## config.mk

```make
export PLATFORM = sky130hd
export DESIGN_NAME = saturated_formation_control_law
export DESIGN_NICKNAME = d
export VERILOG_FILES = /design/src/hw/rtl/sfcl_pkg.sv /design/src/hw/rtl/saturated_formation_control_law.sv /design/src/hw/rtl/sfcl_lane.sv /design/src/hw/rtl/sfcl_merge.sv /design/src/hw/rtl/sfcl_law.sv
export SDC_FILE = /design/constraint.sdc
export NUM_CORES = 2
export LEC_CHECK = 0
export BUFFER_PORTS_ARGS = -buffer_cell sky130_fd_sc_hd__clkbuf_2
export CORE_MARGIN = 10
export CORE_UTILIZATION = 45
export CTS_CLUSTER_DIAMETER = 30
export DETAILED_ROUTE_END_ITERATION = 10
export PLACE_DENSITY = 0.65
export REMOVE_ABC_BUFFERS = 1
export SKIP_LAST_GASP = 1
export SLEW_MARGIN = 15
export SYNTH_ARGS = -nofsm -noshare
export SYNTH_HDL_FRONTEND = slang
export SYNTH_HIERARCHICAL = 1
export SYNTH_SLANG_ARGS = --single-unit
```

## constraint.sdc

```tcl
create_clock -name clock -period 10.75 [get_ports clock]
set_clock_uncertainty 0.1 [all_clocks]
set_input_delay 1.075 -clock clock [delete_from_list [all_inputs] [get_ports clock]]
set_output_delay 1.075 -clock clock [all_outputs]
set_load 0.02 [all_outputs]
```

## src/hw/rtl/sfcl_pkg.sv

```systemverilog
// Types, constants and helper functions of the formation control law
`default_nettype none
package sfcl_pkg;

   localparam int POS_FIELDS = 3;
   localparam int DIFF_W     = 18;
   localparam int SUM_W      = 21;
   localparam int GAIN_W     = 21;
   localparam int LIMIT_W    = 17;
   localparam int CSR_DATA_W = 21;
   localparam int CSR_IDX_W  = 2;

   localparam logic [CSR_IDX_W-1:0] CSR_FORMATION_GAIN = 2'd0;
   localparam logic [CSR_IDX_W-1:0] CSR_VELOCITY_GAIN  = 2'd1;
   localparam logic [CSR_IDX_W-1:0] CSR_OUTPUT_LIMIT   = 2'd2;
   localparam logic [CSR_IDX_W-1:0] CSR_ERROR_LIMIT    = 2'd3;

   localparam logic signed [GAIN_W-1:0] GAIN_MAX = 21'sd655360;
   localparam logic signed [63:0] Q32_MAX = 64'sd2147483647;
   localparam logic signed [63:0] Q32_MIN = -64'sd2147483648;

   typedef struct packed {
      logic [2:0]         agent_index;
      logic signed [31:0] position_0;
      logic signed [31:0] position_1;
      logic signed [31:0] position_2;
      logic signed [31:0] velocity;
      logic signed [31:0] reference_velocity;
   } req_payload_type;

   typedef struct packed {
      logic signed [17:0] drive;
      logic               index_error;
   } rsp_payload_type;

   function automatic logic signed [31:0] sat32(input logic signed [63:0] v);
      logic signed [31:0] r;
      if (v > Q32_MAX) begin
         r = Q32_MAX[31:0];
      end else if (v < Q32_MIN) begin
         r = Q32_MIN[31:0];
      end else begin
         r = v[31:0];
      end
      return r;
   endfunction

   function automatic logic signed [GAIN_W-1:0] clamp_gain(
      input logic signed [GAIN_W-1:0] g);
      logic signed [GAIN_W-1:0] r;
      if (g > GAIN_MAX) begin
         r = GAIN_MAX;
      end else if (g < -GAIN_MAX) begin
         r = -GAIN_MAX;
      end else begin
         r = g;
      end
      return r;
   endfunction

endpackage
`default_nettype wire

```

## src/hw/rtl/saturated_formation_control_law.sv

```systemverilog
// Top level of the saturated consensus formation control law
//
// Request channel (req_valid/req_ready/req_payload): one beat carries the agent
// index, the three position samples, the velocity and the reference velocity.
// Response channel (rsp_valid/rsp_ready/rsp_payload): one beat per request with
// the clamped drive value and the index error flag.
// Configuration: csr_write_enable writes csr_write_data to the register picked
// by csr_index (formation gain, velocity gain, output limit, error limit); gains
// are saturated to plus or minus ten on write. Write only while the block is idle.
// A request beat passes the lane, merge, product and result registers in turn.
// Throughput: one beat per cycle unless stalled; AGENT_COUNT lanes form position
// errors in parallel, a merge stage sums them, then one multiplier per gain term.
// Reset clears the configuration registers and empties the pipeline.
// When the receiver stalls, empty stages still fill; req_ready drops only once
// every stage holds a beat, and the waiting response holds unchanged.
`default_nettype none
module saturated_formation_control_law #(
   parameter int AGENT_COUNT = 3
) (
   input  wire logic                                  clock,
   input  wire logic                                  reset,
   input  wire logic                                  req_valid,
   output logic                                       req_ready,
   input  wire sfcl_pkg::req_payload_type             req_payload,
   output logic                                       rsp_valid,
   input  wire logic                                  rsp_ready,
   output sfcl_pkg::rsp_payload_type                  rsp_payload,
   input  wire logic                                  csr_write_enable,
   input  wire logic [sfcl_pkg::CSR_IDX_W-1:0]        csr_index,
   input  wire logic [sfcl_pkg::CSR_DATA_W-1:0]       csr_write_data
);
   import sfcl_pkg::*;

   logic signed [GAIN_W-1:0]  formation_gain_ff, formation_gain_in;
   logic signed [GAIN_W-1:0]  velocity_gain_ff, velocity_gain_in;
   logic [LIMIT_W-1:0]        output_limit_ff, output_limit_in;
   logic [LIMIT_W-1:0]        error_limit_ff, error_limit_in;

   logic valid1_ff, valid2_ff, valid3_ff, valid4_ff;
   logic enable1, enable2, enable3, enable4;

   logic signed [31:0] positions [POS_FIELDS];
   logic signed [31:0] own_position;
   logic signed [32:0] vel_delta;
   logic signed [31:0] vel_error_in;
   logic signed [31:0] vel_error1_ff, vel_error2_ff;
   logic               index_error_in, index_error1_ff, index_error2_ff;

   logic [AGENT_COUNT-1:0][DIFF_W-1:0] lane_diff;
   logic signed [SUM_W-1:0]            error_sum;

   always_comb begin
      formation_gain_in = formation_gain_ff;
      velocity_gain_in  = velocity_gain_ff;
      output_limit_in   = output_limit_ff;
      error_limit_in    = error_limit_ff;
      if (csr_write_enable) begin
         unique case (csr_index)
            CSR_FORMATION_GAIN: formation_gain_in = clamp_gain($signed(csr_write_data));
            CSR_VELOCITY_GAIN:  velocity_gain_in  = clamp_gain($signed(csr_write_data));
            CSR_OUTPUT_LIMIT:   output_limit_in   = csr_write_data[LIMIT_W-1:0];
            CSR_ERROR_LIMIT:    error_limit_in    = csr_write_data[LIMIT_W-1:0];
         endcase
      end
   end

   always_ff @(posedge clock) begin
      if (reset) begin
         formation_gain_ff <= '0;
         velocity_gain_ff  <= '0;
         output_limit_ff   <= '0;
         error_limit_ff    <= '0;
      end else begin
         formation_gain_ff <= formation_gain_in;
         velocity_gain_ff  <= velocity_gain_in;
         output_limit_ff   <= output_limit_in;
         error_limit_ff    <= error_limit_in;
      end
   end

   // advance a stage when it is empty or its successor advances
   assign enable4   = !valid4_ff || rsp_ready;
   assign enable3   = !valid3_ff || enable4;
   assign enable2   = !valid2_ff || enable3;
   assign enable1   = !valid1_ff || enable2;
   assign req_ready = enable1;
   assign rsp_valid = valid4_ff;

   always_ff @(posedge clock) begin
      if (reset) begin
         valid1_ff <= 1'b0;
         valid2_ff <= 1'b0;
         valid3_ff <= 1'b0;
         valid4_ff <= 1'b0;
      end else begin
         if (enable1) valid1_ff <= req_valid;
         if (enable2) valid2_ff <= valid1_ff;
         if (enable3) valid3_ff <= valid2_ff;
         if (enable4) valid4_ff <= valid3_ff;
      end
   end

   always_comb begin
      positions[0] = req_payload.position_0;
      positions[1] = req_payload.position_1;
      positions[2] = req_payload.position_2;
      case (req_payload.agent_index)
         3'd0:    own_position = req_payload.position_0;
         3'd1:    own_position = req_payload.position_1;
         3'd2:    own_position = req_payload.position_2;
         default: own_position = '0;
      endcase
      index_error_in = ({1'b0, req_payload.agent_index} >= 4'(AGENT_COUNT));
      vel_delta      = {req_payload.velocity[31], req_payload.velocity}
                     - {req_payload.reference_velocity[31], req_payload.reference_velocity};
      vel_error_in   = sat32($signed({{31{vel_delta[32]}}, vel_delta}));
   end

   always_ff @(posedge clock) begin
      if (enable1) begin
         vel_error1_ff   <= vel_error_in;
         index_error1_ff <= index_error_in;
      end
      if (enable2) begin
         vel_error2_ff   <= vel_error1_ff;
         index_error2_ff <= index_error1_ff;
      end
   end

   for (genvar j = 0; j < AGENT_COUNT; j++) begin : g_lane
      logic signed [31:0] other_position;
      if (j < POS_FIELDS) begin : g_field
         assign other_position = positions[j];
      end else begin : g_zero
         assign other_position = '0;
      end
      sfcl_lane u_lane (
         .clock          (clock),
         .enable         (enable1),
         .own_position   (own_position),
         .other_position (other_position),
         .error_limit    (error_limit_ff),
         .diff_ff        (lane_diff[j])
      );
   end

   sfcl_merge #(
      .LANE_COUNT (AGENT_COUNT)
   ) u_merge (
      .clock     (clock),
      .enable    (enable2),
      .lane_diff (lane_diff),
      .sum_ff    (error_sum)
   );

   sfcl_law u_law (
      .clock          (clock),
      .product_enable (enable3),
      .result_enable  (enable4),
      .formation_gain (formation_gain_ff),
      .velocity_gain  (velocity_gain_ff),
      .output_limit   (output_limit_ff),
      .error_sum      (error_sum),
      .velocity_error (vel_error2_ff),
      .index_error    (index_error2_ff),
      .result_ff      (rsp_payload)
   );

endmodule
`default_nettype wire

```

## src/hw/rtl/sfcl_lane.sv

```systemverilog
// One lane: clamped relative position error against one agent
`default_nettype none
module sfcl_lane (
   input  wire logic                                clock,
   input  wire logic                                enable,
   input  wire logic signed [31:0]                  own_position,
   input  wire logic signed [31:0]                  other_position,
   input  wire logic [sfcl_pkg::LIMIT_W-1:0]        error_limit,
   output logic signed [sfcl_pkg::DIFF_W-1:0]       diff_ff
);
   import sfcl_pkg::*;

   logic signed [32:0]       delta;
   logic signed [32:0]       limit_pos;
   logic signed [32:0]       clamped;
   logic signed [DIFF_W-1:0] diff_in;

   always_comb begin
      delta     = {own_position[31], own_position} - {other_position[31], other_position};
      limit_pos = $signed({16'b0, error_limit});
      if (delta > limit_pos) begin
         clamped = limit_pos;
      end else if (delta < -limit_pos) begin
         clamped = -limit_pos;
      end else begin
         clamped = delta;
      end
      diff_in = clamped[DIFF_W-1:0];
   end

   always_ff @(posedge clock) begin
      if (enable) begin
         diff_ff <= diff_in;
      end
   end

endmodule
`default_nettype wire

```

## src/hw/rtl/sfcl_merge.sv

```systemverilog
// Merge stage: sums the clamped errors of all lanes
`default_nettype none
module sfcl_merge #(
   parameter int LANE_COUNT = 3
) (
   input  wire logic                                         clock,
   input  wire logic                                         enable,
   input  wire logic [LANE_COUNT-1:0][sfcl_pkg::DIFF_W-1:0]  lane_diff,
   output logic signed [sfcl_pkg::SUM_W-1:0]                 sum_ff
);
   import sfcl_pkg::*;

   logic signed [SUM_W-1:0] sum_in;

   always_comb begin
      sum_in = '0;
      for (int i = 0; i < LANE_COUNT; i++) begin
         sum_in = sum_in + $signed({{(SUM_W-DIFF_W){lane_diff[i][DIFF_W-1]}}, lane_diff[i]});
      end
   end

   always_ff @(posedge clock) begin
      if (enable) begin
         sum_ff <= sum_in;
      end
   end

endmodule
`default_nettype wire

```

## src/hw/rtl/sfcl_law.sv

```systemverilog
// Gain products, saturation and output clamp of the control law
`default_nettype none
module sfcl_law (
   input  wire logic                                 clock,
   input  wire logic                                 product_enable,
   input  wire logic                                 result_enable,
   input  wire logic signed [sfcl_pkg::GAIN_W-1:0]   formation_gain,
   input  wire logic signed [sfcl_pkg::GAIN_W-1:0]   velocity_gain,
   input  wire logic [sfcl_pkg::LIMIT_W-1:0]         output_limit,
   input  wire logic signed [sfcl_pkg::SUM_W-1:0]    error_sum,
   input  wire logic signed [31:0]                   velocity_error,
   input  wire logic                                 index_error,
   output sfcl_pkg::rsp_payload_type                 result_ff
);
   import sfcl_pkg::*;

   logic signed [41:0] form_product_ff;
   logic signed [41:0] form_product_in;
   logic signed [52:0] vel_product_ff;
   logic signed [52:0] vel_product_in;
   logic               index_error_ff;

   logic signed [42:0] form_negated;
   logic signed [31:0] form_term;
   logic signed [31:0] vel_term;
   logic signed [32:0] total_wide;
   logic signed [31:0] total;
   logic signed [31:0] limit_pos;
   logic signed [31:0] clamped;
   rsp_payload_type    result_in;

   assign form_product_in = formation_gain * error_sum;
   assign vel_product_in  = velocity_gain * velocity_error;

   always_ff @(posedge clock) begin
      if (product_enable) begin
         form_product_ff <= form_product_in;
         vel_product_ff  <= vel_product_in;
         index_error_ff  <= index_error;
      end
   end

   always_comb begin
      form_negated = -$signed({form_product_ff[41], form_product_ff});
      form_term    = sat32($signed({{37{form_negated[42]}}, form_negated[42:16]}));
      vel_term     = sat32($signed({{27{vel_product_ff[52]}}, vel_product_ff[52:16]}));
      total_wide   = {form_term[31], form_term} + {vel_term[31], vel_term};
      total        = sat32($signed({{31{total_wide[32]}}, total_wide}));
      limit_pos    = $signed({15'b0, output_limit});
      if (total > limit_pos) begin
         clamped = limit_pos;
      end else if (total < -limit_pos) begin
         clamped = -limit_pos;
      end else begin
         clamped = total;
      end
      result_in.index_error = index_error_ff;
      result_in.drive       = index_error_ff ? '0 : clamped[17:0];
   end

   always_ff @(posedge clock) begin
      if (result_enable) begin
         result_ff <= result_in;
      end
   end

endmodule
`default_nettype wire

```

; ---- After elaboration in Yosys (flattened, before gate mapping)
; Cells that the tools add are included.
[totals]
ff_bits = 336
input_bits = 191
output_inout_bits = 21
wordCells = 94
[op_classes]
add_sub_neg = 10
mul = 2
order_cmp = 19
eq_ne = 5
muxes = 18
reduce_logical = 15
[op_table]
columns = cell, n
row1 = $mux W32, 7
row2 = $sub A32 B32 Y33, 4
row3 = $gt A33 B18 Y1, 3
row4 = $lt A33 B33 Y1, 3
row5 = $pmux W32 S3, 1
row6 = $mux W18, 4
row7 = $mux W17, 4
row8 = $gt A33 B32 Y1 const B, 2
row9 = $lt A33 B32 Y1 const B, 2
row10 = $mul A21 B32 Y53, 1
row11 = $neg A42 Y43, 1
row12 = $mul A21 B21 Y42, 1
row13 = $mux W21, 2
row14 = $gt A37 B32 Y1 const B, 1
row15 = $lt A37 B32 Y1 const B, 1
row16 = $add A32 B32 Y33, 1
row17 = $neg A17 Y33, 1
row18 = $gt A27 B32 Y1 const B, 1
row19 = $gt A32 B18 Y1, 1
row20 = $lt A27 B32 Y1 const B, 1
row21 = $lt A32 B32 Y1, 1
row22 = $neg A17 Y32, 1
row23 = $gt A21 B21 Y1 const B, 1
row24 = $lt A21 B21 Y1 const B, 1
row25 = other kinds (13), 23

; ---- Depth between registers and ports, before layout
[logic_depth]
word_depth = 11
ltp_mapped = 39
depth_no_buf = 33

; ---- Modules after synthesis
; Netlist, hierarchy kept.
[by_module_without_submodules]
columns = module, n_inst, cells_per_inst, area_each_um2, seq_area_each_um2
row1 = sfcl_law, 1, 4962, 45854.0, 2972.9
row2 = sfcl_lane, 3, 598, 4488.1, 540.5
row3 = saturated_formation_control_law, 1, 914, 7851.3, 3583.4
row4 = sfcl_merge, 1, 174, 1948.1, 600.6

; ---- Worst setup path after synthesis
; No wires, ideal clock.
[synth_path]
kind = register -> register
start = register u_law.form_product_ff[13]
end = register u_law/result_ff[10] (netlist bit) (data pin)
setup_time_ns = 0.273
t_arrival_ns = 8.946
t_required_ns = 10.377
path_slack_ns = 1.431
stages_incl_launch_ff = 36
path_buffers = 5
period_less_slack_ns = 9.319
path_cell_list = edfxtp_1 > nor4_1 > nand4_1 > or3_4 > or4_4 > or4_4 > or4_1 > buf_2 > or3_1 > buf_2 > or3_4 > nor2_2 > xnor2_1 > ha_1 > a21o_1 > or3b_1 > a32oi_1 > nand3b_1 > o311ai_1 > mux2i_1 > clkbuf_1 > o21ai_0 > ha_1 > a21o_1 > a21o_1 > a21oi_1 > o21ai_0 > nand3_1 > a21oi_1 > a2111oi_0 > o2111a_1 > or2_1 > buf_2 > buf_2 > mux2i_1 > o32ai_1
[synth_via]
elab_chain_len = 11
word_cells_on_any_way = 14
cone_classes = add/sub: 2 / order compare: 6 / mux: 6
[synth_lines]
columns = item, line
row1 = from (decl), sfcl_law.sv:17  ; logic signed [41:0] form_product_ff;
row2 = from (signal assigned), sfcl_law.sv:37  ; form_product_ff <= form_product_in;
row3 = $neg A42 Y43 (*), sfcl_law.sv:44  ; form_negated = -$signed({form_product_ff[41], form_product_ff});
row4 = $lt A27 B32 Y1, sfcl_pkg.sv:40  ; end else if (v < Q32_MIN) begin
row5 = $mux W32, sfcl_pkg.sv:40
row6 = $mux W32 (*), sfcl_pkg.sv:38  ; if (v > Q32_MAX) begin
row7 = $add A32 B32 Y33 (*), sfcl_law.sv:47  ; total_wide = {form_term[31], form_term} + {vel_term[31], vel_term};
row8 = $lt A33 B32 Y1, sfcl_pkg.sv:40
row9 = $mux W32, sfcl_pkg.sv:40
row10 = $mux W32 (*), sfcl_pkg.sv:38
row11 = $lt A32 B32 Y1, sfcl_law.sv:52  ; end else if (total < -limit_pos) begin
row12 = $mux W18, sfcl_law.sv:52
row13 = $mux W17 (*), sfcl_law.sv:50  ; if (total > limit_pos) begin
row14 = to (signal assigned), sfcl_law.sv:63  ; result_ff <= result_in;
row15 = to (decl), sfcl_law.sv:13  ; output sfcl_pkg::rsp_payload_type result_ff
; Mark *: on every way between the ends. The rest lies on a longest branch, timed or not.
; A chain may end at the register's enable or synchronous reset.

; ---- Worst setup path in the final report
[layout_path]
start = register u_law.form_product_ff[13]
end = register u_law/result_ff[1] (netlist bit) (data pin)
; Same word-level chain as after synthesis.

==> impl_metrics.csv <==
group,metric,value,unit
die,coreArea,152300,µm²
layout,nets,9862,
pwr,leakagePower,0.03562,µW
logic_synthesis,synth_edf_count,239,
pwr,p_per_area,222.4,nW/µm²
drt,wirelength,206200,µm
place,port_buffers,211,
die,die_w,411.9,µm
die,fp-row-count,143,
timing,setup_slack,0.7298,ns
grt,grt_overflow,0,
logic_synthesis,synth_warnings,6,
clock_tree,h-tree-depth,3,
timing,min_period,10.02,ns
layout,antenna_cells,0,
logic_synthesis,synthArstFlopShare,0,%
critical_path,worstSetupEndpointType,"register",
drt,drt_iter0_drc,4183,
drt,antenna_left,0,
grt,grt.total_usage,24.30,%
die,start_util,45.39,%
timing,finalHoldViolations,0,
timing,setup_violations,0,
grt,grt_pass1_wl,329300,µm
die,fp.dieH,411.9,µm
place,gp_congestion,0.9688,
clock_tree,cts-hold-fix-buffers,0,
drt,drc,0,
clock_tree,cts_inserted_buffers,77,
critical_path,worstPathMaxFanout,20,
run,maxCapViolCount,0,
logic_synthesis,syn_avg_cell_area,8.812,µm²
critical_path,critPathKind,"register to register",
critical_path,cp-start-kind,"register",
die,die-area,169700,µm²
outcome,outcome,"finished, final reports clean",
logic_synthesis,synth_ff_type,"edfxtp_1",
place,hpwl,168000,µm
critical_path,cp.required,11.10,ns
timing,rsz0062_at_grt,"false",
logic_synthesis,ys_types,98,
timing,worst_slew_pin_slew,1.131,ns
timing,fmax,0.09980,GHz
grt,antenna_found_initial,6,
logic_synthesis,yosysSeqAreaShare,12.70,%
timing,tns,0,ns
place,placed_cells,9854,
critical_path,cp_data_arrival_time,10.38,ns
critical_path,cpPeakStageDelay,0.58,ns
drt,drt-pass1-iter-count,7,
logic_synthesis,ys_ff_latch,319,
drt,wl_per_cell,20.63,µm
clock_tree,cts_sinks,319,
clock_tree,clock_latency,0.67,ns
layout,syn_to_final_growth,8.228,%
timing,final_max_slew_viol_count,0,
min_path,hold_class,"register to register",
drt,viasPerCell,5.594,
clock_tree,path_clk_slew,0.04,ns
clock_tree,root_buffer,"clkbuf_16",
drt,num_vias,55930,
grt,grt_pass1_vias,58682,
critical_path,path_common_cell,"or4_4",
critical_path,slowest_stage,"or4_4",
timing,max-slew-margin-rel,24.03,%
pwr,ir_worst_vdd,377.7,µV
grt,grt_max_degree,81,
place,place_ws,0.6701,ns
clock_tree,cts_tree,"built",
timing,fin_crit_sh,93.21,%
logic_synthesis,syn-instance-count,7844,
layout,fin_cells,9998,
clock_tree,clk_path_buf_depth,3,
die,top_level_ports,212,
logic_synthesis,syn_area,69120,µm²
layout,layout-drive-gt1-share,6.940,%
-- sequential cells by signal, indices dropped and copies added (netlist names) --
signal                 cells
g_lane.u_lane/diff_ff     54
u_law/form_product_ff     42
u_law/vel_product_ff      37
vel_error1_ff             32
vel_error2_ff             32
formation_gain_ff         21
velocity_gain_ff          21
u_merge/sum_ff            20
u_law/result_ff           19
error_limit_ff            17
output_limit_ff           17
index_error1_ff            1
index_error2_ff            1
rsp_valid                  1
u_law/index_error_ff       1
valid1_ff                  1
valid2_ff                  1
valid3_ff                  1
-- stage by stage --
step                      utilization (%)  hold slack (ns)  cell area, µm²  total power (µW)
after global placement              47.42           0.3021           72210             14060
after global routing                49.13           0.3108           74800             18170
after detailed placement            47.42           0.3045           72210             14190
after CTS                           49.11           0.2974           74770             16590
final                               49.13           0.3003           74800             16640
after floorplan                         -           0.3003           67670             10640
-- where the power goes --
part | internal, µW | total, µW | switching, µW
combinational | 4730 | 11800 | 7120
sequential | 1890 | 2510 | 621
clock | 1480 | 2290 | 803
-- worst max-delay path: cells and delay by family (launching register included) --
family	cells	cell delay, ns
compound gates	4	1.16
xor+xnor	1	0.10
fa+ha+maj	3	1.20
buf+inv	2	0.44
flops	1	0.37
mux	1	0.07
simple gates	20	6.36
-- synth_stat cells, drive strengths merged (189+ instances only) --
master	count	share of area, %
and2	303	2.7
nor2	328	1.8
edfxtp	239	10
nand2	1081	5.9
a21oi	442	3.2
inv	1380	7.5
clkbuf	302	1.6
fa	1150	33
o21ai	216	1.6
xnor2	189	2.4
a21o	192	2.1
ha	617	11
-- final cells by class --
type                       instances  area, µm²
clock inverter                    43      430.4
multi-input combinational       5795      53770
timing repair buffer             331       1969
inverter                        1380       5180
clock buffer                     100       2136
sequential                       319       8783
fill                           14374      77460
tap                             2030       2540
-- per-layer routing --
metal  global-route usage, %  share of wire [%]
met5                       0              0.023
met4                   7.794                3.4
met3                   3.712                7.0
met2                   39.55                 46
met1                   33.16                 44
-- kinds of logic (layout without fill, tap and decap cells) --
logic type               count (synthesis)  count (layout)  synth area share, %
AND/OR/NAND/NOR                       2379            2379                16.34
adder cells (fa/ha/maj)               1781            1781                44.68
buffers and inverters                 1730            1854                9.593
AO/OA/AOI/OAI                         1283            1283                12.10
flip-flops                             319             319                12.70
XOR/XNOR                               285             285                3.611
multiplexers                            67              67               0.9757
-- cells in the final DEF (no fill, tap or decap), types with 32 or more instances in the layout --
cell type,n
a21oi_1,438
dfxtp_1,76
edfxtp_1,239
nand4_1,66
mux2i_1,63
o21ai_0,191
nor2b_1,40
ha_1,617
o211ai_1,33
fa_1,1150
xnor2_1,189
buf_4,119
and2_1,302
inv_1,1376
xor2_1,96
clkbuf_2,210
or3_1,32
nor3_1,124
nand3_1,112
a21o_1,192
and3_1,50
a211oi_1,40
o21a_1,63
clkbuf_16,79
nand2b_1,113
nor2_1,324
nand2_1,1079
-- path summary, 6_finish.rpt --
| kind | start | to | slack, ns | cells after the start |
|---|---|---|---|---|
| worst min-delay path | vel_error1_ff[19] | vel_error2_ff[19] | 0.30 | 0 |
| worst max-delay path | u_law/form_product_ff[13] | u_law/result_ff[1] | 0.73 | 31 |
| worst max register to register | u_law/form_product_ff[13] | u_law/result_ff[1] | 0.73 | 31 |
| worst min register to register | vel_error1_ff[19] | vel_error2_ff[19] | 0.30 | 0 |
-- repair_timing --
item / 4_1_cts / 5_1_grt
endpoints found under the setup margin: 0 / 11
setup buffers: 0 / 0
gates resized for setup: 0 / 1
(Power assumes the default switching activity.)
